File: config.mk
export PLATFORM = sky130hd
export DESIGN_NAME = collatz_parity_defect_classifier
export DESIGN_NICKNAME = d
export VERILOG_FILES = /design/src/rtl/core/cpdc_pkg.sv /design/src/rtl/core/cpdc_step.sv /design/src/rtl/core/cpdc_translate.sv /design/src/rtl/core/collatz_parity_defect_classifier.sv
export SDC_FILE = /design/constraint.sdc
export NUM_CORES = 2
export LEC_CHECK = 0
export ABC_AREA = 1
export CAP_MARGIN = 20
export CELL_PAD_IN_SITES_DETAIL_PLACEMENT = 1
export CELL_PAD_IN_SITES_GLOBAL_PLACEMENT = 1
export CORE_UTILIZATION = 35
export CTS_BUF_LIST = sky130_fd_sc_hd__clkbuf_4
export CTS_CLUSTER_SIZE = 28
export DETAILED_ROUTE_END_ITERATION = 16
export DONT_BUFFER_PORTS = 1
export GPL_TIMING_DRIVEN = 1
export PLACE_DENSITY_LB_ADDON = 0.15
export RECOVER_POWER = 25
export SLEW_MARGIN = 10
export SYNTH_ARGS = -nofsm -noshare
export SYNTH_HDL_FRONTEND = slang
export SYNTH_SLANG_ARGS = --single-unit
File: constraint.sdc
create_clock -name clock -period 16.5 [get_ports clock]
set_clock_uncertainty 0.15 [all_clocks]
set_input_delay 0.825 -clock clock [delete_from_list [all_inputs] [get_ports clock]]
set_output_delay 0.825 -clock clock [all_outputs]
set_load 0.02 [all_outputs]
File: src/rtl/core/cpdc_pkg.sv
// ----------------------------------------------------------------------------
// cpdc_pkg
// Shared constants, the scan state carried along the step pipeline, and the
// elaboration-time inverse of a power of three.
// ----------------------------------------------------------------------------
package cpdc_pkg;

   // fixed field widths of the ports
   localparam int RES_W  = 28;
   localparam int CODE_W = 5;

   // step count range
   localparam int DEPTH_DEFAULT = 28;
   localparam int DEPTH_MAX     = 32;

   // step index holds 0..DEPTH_MAX, height holds -DEPTH_MAX..DEPTH_MAX
   localparam int IDX_W = $clog2(DEPTH_MAX + 1);
   localparam int HGT_W = IDX_W + 1;

   // reference pattern after reset
   localparam logic [RES_W-1:0] REF_RESET = 28'd115006171;

   // Newton iterations for an odd inverse modulo 2^32
   localparam int NEWTON_ITER = 6;

   // running classification of one item as it walks the steps
   typedef struct packed {
      logic                    mis_found;
      logic                    ret_found;
      logic                    later_found;
      logic                    immediate;
      logic [IDX_W-1:0]        mis_step;
      logic [IDX_W-1:0]        ret_step;
      logic [IDX_W-1:0]        later_step;
      logic [IDX_W-1:0]        ref_ones;
      logic signed [HGT_W-1:0] height;
   } scan_type;

   // inverse of 3^k modulo 2^32; only called with constant arguments
   function automatic logic [31:0] inv_pow3(input int k);
      logic [31:0] a;
      logic [31:0] x;
      a = 32'd1;
      x = 32'd1;
      for (int i = 0; i < k; i++) begin
         a = a * 32'd3;
      end
      for (int j = 0; j < NEWTON_ITER; j++) begin
         x = x * (32'd2 - a * x);
      end
      return x;
   endfunction

endpackage

File: src/rtl/core/cpdc_step.sv
// ----------------------------------------------------------------------------
// cpdc_step
// One shortened Collatz step plus one step of the parity scan, registered.
// ----------------------------------------------------------------------------
module cpdc_step
   import cpdc_pkg::*;
#(
   parameter int DEPTH = DEPTH_DEFAULT,
   parameter int STEP  = 0
) (
   input  logic             clock,
   input  logic             reset,
   input  logic             ref_bit,
   input  logic             up_valid,
   output logic             up_ready,
   input  logic [DEPTH-1:0] up_value,
   input  logic [DEPTH-1:0] up_residue,
   input  scan_type         up_scan,
   output logic             dn_valid,
   input  logic             dn_ready,
   output logic [DEPTH-1:0] dn_value,
   output logic [DEPTH-1:0] dn_residue,
   output scan_type         dn_scan
);

   localparam logic [IDX_W-1:0] STEP_IDX = IDX_W'(STEP);

   logic                    valid_ff;
   logic [DEPTH-1:0]        value_ff;
   logic [DEPTH-1:0]        value_in;
   logic [DEPTH-1:0]        residue_ff;
   scan_type                scan_ff;
   scan_type                scan_in;
   logic                    parity;
   logic                    mismatch;
   logic signed [HGT_W-1:0] delta;
   logic signed [HGT_W-1:0] height_sum;
   logic                    load;

   assign parity   = up_value[0];
   assign mismatch = parity ^ ref_bit;

   // odd: (3x+1)/2 = x + (x>>1) + 1, even: x>>1; the top bit goes stale each step
   always_comb begin
      if (parity) begin
         value_in = up_value + (up_value >> 1) + DEPTH'(1);
      end else begin
         value_in = up_value >> 1;
      end
   end

   // actual minus reference parity
   always_comb begin
      if (parity && !ref_bit) begin
         delta = HGT_W'(signed'(2'sb01));
      end else if (!parity && ref_bit) begin
         delta = HGT_W'(signed'(2'sb11));
      end else begin
         delta = '0;
      end
   end

   assign height_sum = up_scan.height + delta;

   // advance the scan: first mismatch, then return to zero height, then later mismatch
   always_comb begin
      scan_in = up_scan;
      if (!up_scan.mis_found) begin
         if (mismatch) begin
            scan_in.mis_found = 1'b1;
            scan_in.mis_step  = STEP_IDX;
            scan_in.height    = delta;
         end else begin
            scan_in.ref_ones = up_scan.ref_ones + IDX_W'(ref_bit);
         end
      end else if (!up_scan.ret_found) begin
         scan_in.height = height_sum;
         if (height_sum == '0) begin
            scan_in.ret_found = 1'b1;
            scan_in.ret_step  = STEP_IDX;
            scan_in.immediate = (IDX_W'(up_scan.mis_step + IDX_W'(1)) == STEP_IDX);
         end
      end else if (!up_scan.later_found) begin
         if (mismatch) begin
            scan_in.later_found = 1'b1;
            scan_in.later_step  = STEP_IDX;
         end
      end
   end

   // take a new transfer when empty or when the next stage drains this one
   assign load     = !valid_ff || dn_ready;
   assign up_ready = load;

   always_ff @(posedge clock) begin
      if (reset) begin
         valid_ff <= 1'b0;
      end else if (load) begin
         valid_ff <= up_valid;
      end
   end

   always_ff @(posedge clock) begin
      if (load && up_valid) begin
         value_ff   <= value_in;
         residue_ff <= up_residue;
         scan_ff    <= scan_in;
      end
   end

   assign dn_valid   = valid_ff;
   assign dn_value   = value_ff;
   assign dn_residue = residue_ff;
   assign dn_scan    = scan_ff;

endmodule

File: src/rtl/core/cpdc_translate.sv
// ----------------------------------------------------------------------------
// cpdc_translate
// Two registered stages: look up the inverse power of three and shift it by
// the mismatch step, then subtract from the residue and form the result.
// ----------------------------------------------------------------------------
module cpdc_translate
   import cpdc_pkg::*;
#(
   parameter int DEPTH = DEPTH_DEFAULT
) (
   input  logic              clock,
   input  logic              reset,
   input  logic              up_valid,
   output logic              up_ready,
   input  logic [DEPTH-1:0]  up_residue,
   input  scan_type          up_scan,
   output logic              dn_valid,
   input  logic              dn_ready,
   output logic [CODE_W-1:0] dn_first_mismatch,
   output logic [CODE_W-1:0] dn_return_step,
   output logic [CODE_W-1:0] dn_later_mismatch,
   output logic              dn_immediate_return,
   output logic [RES_W-1:0]  dn_shifted_residue
);

   localparam int TAB_N  = DEPTH + 2;
   localparam int TAB_W  = $clog2(TAB_N);
   localparam int WIDE_W = (DEPTH > RES_W) ? DEPTH : RES_W;

   logic [DEPTH-1:0]  inv_tab [TAB_N];
   logic [IDX_W-1:0]  tab_sel;
   logic [DEPTH-1:0]  trans_in;

   logic              valid1_ff;
   logic [DEPTH-1:0]  trans_ff;
   logic [DEPTH-1:0]  residue_ff;
   scan_type          scan_ff;
   logic              load1;

   logic              valid2_ff;
   logic [CODE_W-1:0] first_ff;
   logic [CODE_W-1:0] ret_ff;
   logic [CODE_W-1:0] later_ff;
   logic              imm_ff;
   logic [RES_W-1:0]  shifted_ff;
   logic [RES_W-1:0]  shifted_in;
   logic [DEPTH-1:0]  diff;
   logic [WIDE_W-1:0] diff_wide;
   logic              load2;

   // constant table of 3^-k modulo 2^DEPTH
   for (genvar k = 0; k < TAB_N; k++) begin : g_inv
      localparam logic [31:0] INV_K = inv_pow3(k);
      assign inv_tab[k] = INV_K[DEPTH-1:0];
   end

   // exponent is the count of reference ones before the mismatch, plus one
   assign tab_sel  = IDX_W'(up_scan.ref_ones + IDX_W'(1));
   assign trans_in = inv_tab[tab_sel[TAB_W-1:0]] << up_scan.mis_step;

   // stage one: translation
   assign load1    = !valid1_ff || load2;
   assign up_ready = load1;

   always_ff @(posedge clock) begin
      if (reset) begin
         valid1_ff <= 1'b0;
      end else if (load1) begin
         valid1_ff <= up_valid;
      end
   end

   always_ff @(posedge clock) begin
      if (load1 && up_valid) begin
         trans_ff   <= trans_in;
         residue_ff <= up_residue;
         scan_ff    <= up_scan;
      end
   end

   // stage two: subtract, drop to the port width, zero unless the return is immediate
   assign diff      = residue_ff - trans_ff;
   assign diff_wide = WIDE_W'(diff);

   always_comb begin
      if (scan_ff.immediate) begin
         shifted_in = diff_wide[RES_W-1:0];
      end else begin
         shifted_in = '0;
      end
   end

   assign load2 = !valid2_ff || dn_ready;

   always_ff @(posedge clock) begin
      if (reset) begin
         valid2_ff <= 1'b0;
      end else if (load2) begin
         valid2_ff <= valid1_ff;
      end
   end

   always_ff @(posedge clock) begin
      if (load2 && valid1_ff) begin
         first_ff   <= scan_ff.mis_step[CODE_W-1:0];
         ret_ff     <= scan_ff.ret_step[CODE_W-1:0];
         later_ff   <= scan_ff.later_step[CODE_W-1:0];
         imm_ff     <= scan_ff.immediate;
         shifted_ff <= shifted_in;
      end
   end

   assign dn_valid            = valid2_ff;
   assign dn_first_mismatch   = first_ff;
   assign dn_return_step      = ret_ff;
   assign dn_later_mismatch   = later_ff;
   assign dn_immediate_return = imm_ff;
   assign dn_shifted_residue  = shifted_ff;

endmodule

File: src/rtl/core/collatz_parity_defect_classifier.sv
// ----------------------------------------------------------------------------
// collatz_parity_defect_classifier
// Classifies the Collatz parity vector of a residue against a reference
// pattern and reports mismatch, return and translated residue.
// ----------------------------------------------------------------------------
// One residue enters per cycle while the result side keeps taking results;
// results leave in the order the residues entered. Each of
// the DEPTH pipeline stages runs one shortened Collatz step and one step of
// the parity scan, and two more stages look up 3^-(q+1), shift it by the
// mismatch step and subtract it from the residue. Every stage has its own
// valid bit and fills while the output is held, so back-pressure on the
// result side stops input only once all stages are full. The reference
// pattern may only be written while the pipeline is empty.
module collatz_parity_defect_classifier
   import cpdc_pkg::*;
#(
   parameter int DEPTH = DEPTH_DEFAULT
) (
   input  logic              clock,
   input  logic              reset,
   input  logic              csr_valid,
   output logic              csr_ready,
   input  logic [RES_W-1:0]  csr_reference_pattern,
   input  logic              req_valid,
   output logic              req_ready,
   input  logic [RES_W-1:0]  req_residue,
   output logic              rsp_valid,
   input  logic              rsp_ready,
   output logic [CODE_W-1:0] rsp_first_mismatch,
   output logic [CODE_W-1:0] rsp_return_step,
   output logic [CODE_W-1:0] rsp_later_mismatch,
   output logic              rsp_immediate_return,
   output logic [RES_W-1:0]  rsp_shifted_residue
);

   localparam int WIDE_W = (DEPTH > RES_W) ? DEPTH : RES_W;

   logic [RES_W-1:0]  ref_ff;
   logic [DEPTH-1:0]  ref_bits;
   logic [WIDE_W-1:0] residue_wide;
   scan_type          scan_init;

   logic              chain_valid   [DEPTH+1];
   logic              chain_ready   [DEPTH+1];
   logic [DEPTH-1:0]  chain_value   [DEPTH+1];
   logic [DEPTH-1:0]  chain_residue [DEPTH+1];
   scan_type          chain_scan    [DEPTH+1];

   // reference pattern register
   assign csr_ready = 1'b1;

   always_ff @(posedge clock) begin
      if (reset) begin
         ref_ff <= REF_RESET;
      end else if (csr_valid) begin
         ref_ff <= csr_reference_pattern;
      end
   end

   // reference bits beyond the register width read as zero
   for (genvar i = 0; i < DEPTH; i++) begin : g_ref
      if (i < RES_W) begin : g_reg
         assign ref_bits[i] = ref_ff[i];
      end else begin : g_zero
         assign ref_bits[i] = 1'b0;
      end
   end

   // scan starts with nothing found; step codes start at "none"
   always_comb begin
      scan_init             = '0;
      scan_init.mis_step    = IDX_W'(DEPTH);
      scan_init.ret_step    = IDX_W'(DEPTH);
      scan_init.later_step  = IDX_W'(DEPTH);
   end

   assign residue_wide     = WIDE_W'(req_residue);
   assign chain_valid[0]   = req_valid;
   assign req_ready        = chain_ready[0];
   assign chain_value[0]   = residue_wide[DEPTH-1:0];
   assign chain_residue[0] = residue_wide[DEPTH-1:0];
   assign chain_scan[0]    = scan_init;

   // one stage per step
   for (genvar s = 0; s < DEPTH; s++) begin : g_step
      cpdc_step #(
         .DEPTH (DEPTH),
         .STEP  (s)
      ) u_step (
         .clock      (clock),
         .reset      (reset),
         .ref_bit    (ref_bits[s]),
         .up_valid   (chain_valid[s]),
         .up_ready   (chain_ready[s]),
         .up_value   (chain_value[s]),
         .up_residue (chain_residue[s]),
         .up_scan    (chain_scan[s]),
         .dn_valid   (chain_valid[s+1]),
         .dn_ready   (chain_ready[s+1]),
         .dn_value   (chain_value[s+1]),
         .dn_residue (chain_residue[s+1]),
         .dn_scan    (chain_scan[s+1])
      );
   end

   // translation and result register
   cpdc_translate #(
      .DEPTH (DEPTH)
   ) u_translate (
      .clock               (clock),
      .reset               (reset),
      .up_valid            (chain_valid[DEPTH]),
      .up_ready            (chain_ready[DEPTH]),
      .up_residue          (chain_residue[DEPTH]),
      .up_scan             (chain_scan[DEPTH]),
      .dn_valid            (rsp_valid),
      .dn_ready            (rsp_ready),
      .dn_first_mismatch   (rsp_first_mismatch),
      .dn_return_step      (rsp_return_step),
      .dn_later_mismatch   (rsp_later_mismatch),
      .dn_immediate_return (rsp_immediate_return),
      .dn_shifted_residue  (rsp_shifted_residue)
   );

   // a return needs a mismatch before it
   a_ret_after_mis: assert property (@(posedge clock) disable iff (reset)
      chain_valid[DEPTH] && !chain_scan[DEPTH].mis_found |-> !chain_scan[DEPTH].ret_found)
      else $error("return found without a first mismatch");

   // later mismatch and immediate flag need a return
   a_later_after_ret: assert property (@(posedge clock) disable iff (reset)
      chain_valid[DEPTH] && !chain_scan[DEPTH].ret_found
      |-> !chain_scan[DEPTH].later_found && !chain_scan[DEPTH].immediate)
      else $error("later mismatch or immediate flag without a return");

   // immediate return sits one step after the mismatch
   a_imm_step: assert property (@(posedge clock) disable iff (reset)
      rsp_valid && rsp_immediate_return
      |-> rsp_return_step == CODE_W'(rsp_first_mismatch + CODE_W'(1)))
      else $error("immediate return not one step after the mismatch");

   // translated residue is zero unless the return is immediate
   a_shift_zero: assert property (@(posedge clock) disable iff (reset)
      rsp_valid && !rsp_immediate_return |-> rsp_shifted_residue == '0)
      else $error("shifted residue set without immediate return");

   // input stalls only when the held result backs up the whole pipeline
   a_stall_cause: assert property (@(posedge clock) disable iff (reset)
      !req_ready |-> rsp_valid && !rsp_ready)
      else $error("input stalled while output drains");

endmodule

== Word level (Yosys, flattened, before mapping) ==
Memory sizes are Yosys's and may differ from the RTL's.
Index checks and enable logic that the tools add are counted.
Widths: inputs -> output; s select.

* $add $sub $neg: 137
* Multiply operators: 0
* Divide/modulo/power cells: 0
* Order comparisons: 1
* Equal/unequal tests: 27
* Shift operators: 1
* Mux-type cells: 632
* Bitwise operators: 30
* Reductions and logical operators: 232

{| class="wikitable"
|+ Operator list
! operator !! count
|-
| $mux 7 || 133
|-
| $mux 6 || 131
|-
| $mux 5 || 110
|-
| $mux 11 || 27
|-
| $add 7x7->7 || 28
|-
| $logic_not 7->1 || 27
|-
| $mux 1 || 182
|-
| $add 6x1->6 const B || 28
|-
| $add 5x1->5 || 26
|-
| $logic_and 1x1->1 || 86
|-
| $logic_not 1->1 || 86
|-
| $mux 3 || 26
|-
| $eq 6x5->1 const B || 12
|-
| $mux 28 || 2
|-
| $eq 6x4->1 const B || 8
|-
| $logic_or 1x1->1 || 30
|-
| $add 28x1->28 const B || 1
|-
| $add 28x27->28 || 1
|-
| $shl 28x6->28 || 1
|-
| $sub 28x28->28 || 1
|-
| $xor 1x1->1 || 28
|-
| $mux 27 || 1
|-
| $add 26x1->26 const B || 1
|-
| $add 26x26->26 || 1
|-
| other kinds (77) || 83
|}

* Register bits: 2224
* Latch bits: 0
* RAM bits: 0
* Memory bits (read-only): 896
* Bits of input ports: 61
* Output and inout port bits: 47
* Logic and storage cells: 1400
* Memories: 1

{| class="wikitable"
|+ Memories
! memory !! depth !! width !! rd ports !! clocked after memory_dff !! wr ports !! line !! text
|-
| (name not given) || 32 || 28 || 1 || 0 || 0 || cpdc_translate.sv:59 || <nowiki>assign trans_in = inv_tab[tab_sel[TAB_W-1:0]] << up_scan.mis_step;</nowiki>
|}

== Logic depth before layout (Yosys ltp) ==
* Depth after elaboration: 32
* Mapped depth: 21
* Depth with buffers taken out: 20

== Modules after synthesis ==
From an unflattened synthesis, not the netlist that was laid out.

* Cell total of the unflattened synthesis: 19714
* Area, all modules: 166708.6 um^2

{| class="wikitable"
|+ By module, submodules not included
! module !! times used !! cells an instance !! area an instance (um^2) !! seq. area each (um^2)
|-
| cpdc_step (g_step[11].u_step ...) || 5 || 662 || 5649.2 || 2752.6
|-
| cpdc_step (g_step[10].u_step ...) || 4 || 664 || 5621.6 || 2752.6
|-
| cpdc_step (g_step[3].u_step ...) || 3 || 662 || 5619.1 || 2752.6
|-
| cpdc_step (g_step[12].u_step ...) || 2 || 664 || 5622.9 || 2752.6
|-
| cpdc_translate || 1 || 1033 || 8013.9 || 3523.4
|-
| cpdc_step (g_step[23].u_step) || 1 || 662 || 5672.9 || 2752.6
|-
| cpdc_step (g_step[7].u_step) || 1 || 660 || 5667.9 || 2752.6
|-
| cpdc_step (g_step[15].u_step) || 1 || 661 || 5655.4 || 2752.6
|-
| cpdc_step (g_step[27].u_step) || 1 || 658 || 5635.4 || 2752.6
|-
| cpdc_step (g_step[0].u_step) || 1 || 663 || 5629.1 || 2752.6
|-
| cpdc_step (g_step[13].u_step) || 1 || 658 || 5626.6 || 2752.6
|-
| cpdc_step (g_step[1].u_step) || 1 || 663 || 5626.6 || 2752.6
|-
| cpdc_step (g_step[24].u_step) || 1 || 664 || 5624.1 || 2752.6
|-
| cpdc_step (g_step[26].u_step) || 1 || 659 || 5619.1 || 2752.6
|-
| 6 more rows || n/a || n/a || n/a || n/a
|}

== Least setup slack after synthesis ==
Ideal clock, no wire load.

* Path type: input to register
* Start point: input rsp_ready
* End point: register g_step[9].u_step.residue_ff[0], enable pin
* Library setup time: 0.538 ns
* Arrival time: 5.353 ns
* Required time: 15.812 ns
* Slack: 10.460 ns
* Stages on the path: 14
* Buffers on the path: 0
* Path through: inv_2 > nand3_2 > nor2_4 > nand4_4 > nor2_4 > nand4_4 > nor2_4 > nand4_4 > nor2_4 > nand4_4 > nor2_4 > inv_1 > nor2_1 > a21oi_1

* Word-level cells in the longest chain between the ends: 22

{| class="wikitable"
|+ RTL lines
! item !! line !! text
|-
| start, declared || collatz_parity_defect_classifier.sv:28 || <nowiki>input logic rsp_ready,</nowiki>
|-
| $logic_or 1x1->1 || cpdc_translate.sv:93 || <nowiki>assign load2 = !valid2_ff || dn_ready;</nowiki>
|-
| $logic_or 1x1->1 || cpdc_translate.sv:62 || <nowiki>assign load1 = !valid1_ff || load2;</nowiki>
|-
| $logic_or 1x1->1 (19 in series) || cpdc_step.sv:92 || <nowiki>assign load = !valid_ff || dn_ready;</nowiki>
|-
| $logic_and 1x1->1 || cpdc_step.sv:104 || <nowiki>if (load && up_valid) begin</nowiki>
|-
| end signal, assigned || cpdc_step.sv:106 || <nowiki>residue_ff <= up_residue;</nowiki>
|-
| end, declared || cpdc_step.sv:31 || <nowiki>logic [DEPTH-1:0] residue_ff;</nowiki>
|}

No other way between the ends.
A chain may end at the register's enable or synchronous reset.

== Worst setup path after layout ==
* Start point: input rsp_ready
* End point: output req_ready

* Word-level cells in the longest chain between the ends: 30

{| class="wikitable"
|+ RTL lines
! item !! line !! text
|-
| $logic_or 1x1->1 || cpdc_translate.sv:93 ||
|-
| $logic_or 1x1->1 || cpdc_translate.sv:62 ||
|-
| $logic_or 1x1->1 (28 in series) || cpdc_step.sv:92 ||
|-
| end, declared || collatz_parity_defect_classifier.sv:25 || <nowiki>output logic req_ready,</nowiki>
|}

No other way between the ends.

==> results.json <==
{
  "post-place-ws_ns": 11.91,
  "clk_pin_slew_ns": 0.06,
  "yosys.cell_types.count": 62,
  "whs_endpoint": "g_step[27].u_step.dn_residue[3]",
  "synthToLayoutAreaGrowth_pct": 13.3,
  "die-area_sq_mm": 0.293,
  "yosys_register_bits": 2118,
  "grt_usage": 0.153,
  "design.portCount": 108,
  "first_global_vias": 71200,
  "rsz0062_at_grt": "false",
  "synth_ff_type": "edfxtp_1",
  "ant_nets": 0,
  "synth_fp_nets": 9618,
  "syn_area_sq_mm": 0.102,
  "async_flop_share": 0,
  "num-nets-final": 10200,
  "finalPower_mw": 11.4,
  "cts.sinks": 2118,
  "fin_util": 0.400,
  "max_stage_delay_ns": 0.57,
  "critPathMaxFanout": 4,
  "rows": 197,
  "fin_ws_ns": 10.73,
  "postCtsHoldBufs": 141,
  "slew_headroom": -0.695,
  "coreArea_sq_mm": 0.289,
  "fin_crit_sh": 0.350,
  "portBuffers": 0,
  "htreeDepth": 6,
  "numCtsBuffers": 588,
  "cts_resized": 0,
  "crit_arrival_ns": 4.79,
  "vias": 66100,
  "yosysMostFrequentCell": "edfxtp_1",
  "gp_congestion": 0.818,
  "synth_top_area_frac": 0.607,
  "path_cells": "dlygate4sd3_1 -> inv_2 -> dlygate4sd3_1 -> nand3_1 -> nor2_1 -> nand4_4 -> nor2_4 -> nand4_4 -> nor2_4 -> nand4_4 -> nor2_4 -> nand4_4 -> nor2_4 -> nand4_4 -> nor2_4 -> nand4_4 -> nor2_4 -> nand4_4",
  "min_path_cells": 0,
  "finalHoldViolations": 0,
  "cts_tree": "yes",
  "min_path_type": "reg -> reg",
  "leakagePower_nw": 44.8,
  "ir_worst_vdd_mv": 0.0534,
  "cts_setup_buffers": 0,
  "drc": 0,
  "r2r_end": "g_step[4].u_step.dn_scan[20]",
  "syn-instance-count": 8867,
  "period_needed_ns": 5.77,
  "cpMostUsedCell": "nand4_4",
  "worstSkewPairLatency_ns": 1.40,
  "reg2regPathDepth": 15,
  "cellPowerDensity_mw_per_mm2": 98.5,
  "netlist_top_cells_count": "edfxtp_1, nand2_1, inv_1",
  "grt_pass1_wl_mm": 365,
  "root_buffer": "clkbuf_4",
  "drtIter0Drc": 2396,
  "die_x_um": 541,
  "clock_path_buffers": 4,
  "tightest_slew_ns": 2.54,
  "hold_start": "g_step[26].u_step.dn_residue[3]",
  "firstDrtPassIters": 5,
  "drive_above_1_share": 0.121,
  "synth_top_area_cell": "edfxtp_1",
  "slew_viol_final": 338,
  "fmax_mhz": 173,
  "critPathTopFamily": "simple AND/OR/NAND/NOR gates",
  "yosysWarnings": 0,
  "wl_per_cell_um": 16.4,
  "avgSynthCellArea_sq_um": 11.5,
  "instances_no_fill": 13800,
  "antenna_found_initial": 12,
  "grt_start_max_net_pins": 80,
  "setup_viol": 0,
  "dieHeight_um": 541,
  "final.setup.tns_ns": 0,
  "drv_cap": 9,
  "outcome": "complete, but fails checks",
  "start_util": 0.353,
  "cp-end-kind": "primary output",
  "synth.area.top_cells": "edfxtp_1, ha_1, nand2_1, inv_1, a21oi_1",
  "yosysSeqAreaShare": 0.619,
  "dp.final_hpwl_mm": 167,
  "critPathKind": "in -> out",
  "placed_cells": 12600,
  "wirelength_mm": 226,
  "grt_overflow": 0,
  "crit_buf_inv": 3,
  "worstSetupStartpointType": "primary input",
  "post_drt_via_cell_ratio": 4.80,
  "crit_slowest_cell": "dlygate4sd3_1",
  "synth_edf_count": 2060,
  "rrSetupSlack_ns": 11.66,
  "worstPathRequired_ns": 15.53,
  "violations": "max-capacitance violations, max-slew violations",
  "r2r_start": "g_step[3].u_step.dn_value[0]"
}
## flip-flops by register name, summed over array words and instances (netlist names), 16 cells and up
register                        cells
g_step.u_step.dn_value            378
u_translate.trans_ff               28
ref_bits                           28
g_step.u_step.dn_scan             782
g_step.u_step.dn_valid             28
u_translate.residue_ff             28
u_translate.dn_shifted_residue     28
u_translate.scan_ff                16
g_step.u_step.dn_residue          784
## layer usage
layer | global-route usage | wire, um | part of all wire | vias up
li1 | - | - | - | 32900
met1 | 0.179 | 96700 | 0.43 | 31900
met2 | 0.278 | 115000 | 0.51 | 989
met3 | 0.0272 | 8050 | 0.036 | 419
met4 | 0.0550 | 6060 | 0.027 | 0
met5 | 0 | 0 | 0 | -
## worst register-to-register path, stage by stage (launching register included)
cell	delay, ns
edfxtp_1	0.44
inv_1	0.09
clkbuf_1	1.20
ha_1	0.51
inv_1	0.11
ha_1	0.20
inv_1	0.06
fa_1	0.42
o21ai_0	0.36
a21oi_1	0.14
nor2_1	0.13
nor2_1	0.08
xor2_1	0.23
nand4_1	0.26
inv_1	0.18
nor2_1	0.06
## cells by family (layout without fill, tap and decap cells)
logic type / Yosys count / count (layout) / synth area share
adder cells (fa/ha/maj): 690 / 690 / 0.0888
XOR/XNOR: 486 / 486 / 0.0418
buffers and inverters: 1136 / 2161 / 0.0420
multiplexers: 3 / 3 / 0.000295
AND/OR/NAND/NOR: 2702 / 2702 / 0.114
flip-flops: 2118 / 2118 / 0.619
AO/OA/AOI/OAI: 1731 / 1731 / 0.0944
other: 1 / 11 / 0.0000368
## stage by stage
stage	area (sq um)	hold WS [ns]
floorplan	102000	0.250
global placement	107000	0.250
detailed placement	107000	0.255
CTS	116000	0.0201
global route	115000	0.163
finish	115000	0.215
## layout by cell type, fill, tap and decap left out, types with 12 or more instances in the layout
master,count
edfxtp_1,2060
nand2_1,1302
inv_1,949
clkbuf_4,845
nor2_1,700
a21oi_1,664
o21ai_0,646
ha_1,635
xor2_1,326
nand3_1,281
or2_2,181
xnor2_1,160
dlygate4sd3_1,139
clkinv_1,82
nor3_1,76
nand4_1,69
a31oi_1,61
o21bai_1,60
dfxtp_1,58
fa_1,55
o221ai_1,52
o211ai_1,46
o21ai_1,41
buf_4,36
o31ai_1,35
inv_2,31
nor4_1,30
o22ai_1,26
nand3b_1,26
clkinv_2,21
clkbuf_1,19
o41ai_1,17
nor2_4,16
bufinv_16,16
a21boi_1,15
a21o_1,14
a21boi_0,12
## final cells by class
class                   count  area (sq um)
inverters                 974          3660
clock buffers             845          6340
fillers                 31400        173000
multi-input cells        5613         34700
well taps                3880          4850
clock inverters           147          1100
diodes                     10          25.0
flip-flops and latches   2118         63000
repair buffers            195          1760
## power breakdown
part	internal, mW	switching [mW]	leakage [nW]
clock network	2.59	2.18	4.42
logic	0.250	0.392	21.3
registers	5.91	0.0462	19.1
total	8.75	2.62	44.8
## worst max path at each step
stage	start	endpoint	slack (ns)	depth (start not counted)
floorplan	rsp_ready	g_step[9].u_step.dn_residue[0]	10.46	14
global placement	g_step[27].u_step.dn_scan[7]	u_translate.trans_ff[19]	11.93	16
detailed placement	g_step[27].u_step.dn_scan[7]	u_translate.trans_ff[19]	11.91	16
CTS	u_translate.dn_valid	req_ready	10.70	15
global route	u_translate.dn_valid	req_ready	10.28	15
finish	rsp_ready	req_ready	10.73	18
Note: power is estimated with default switching activity, not from simulation.
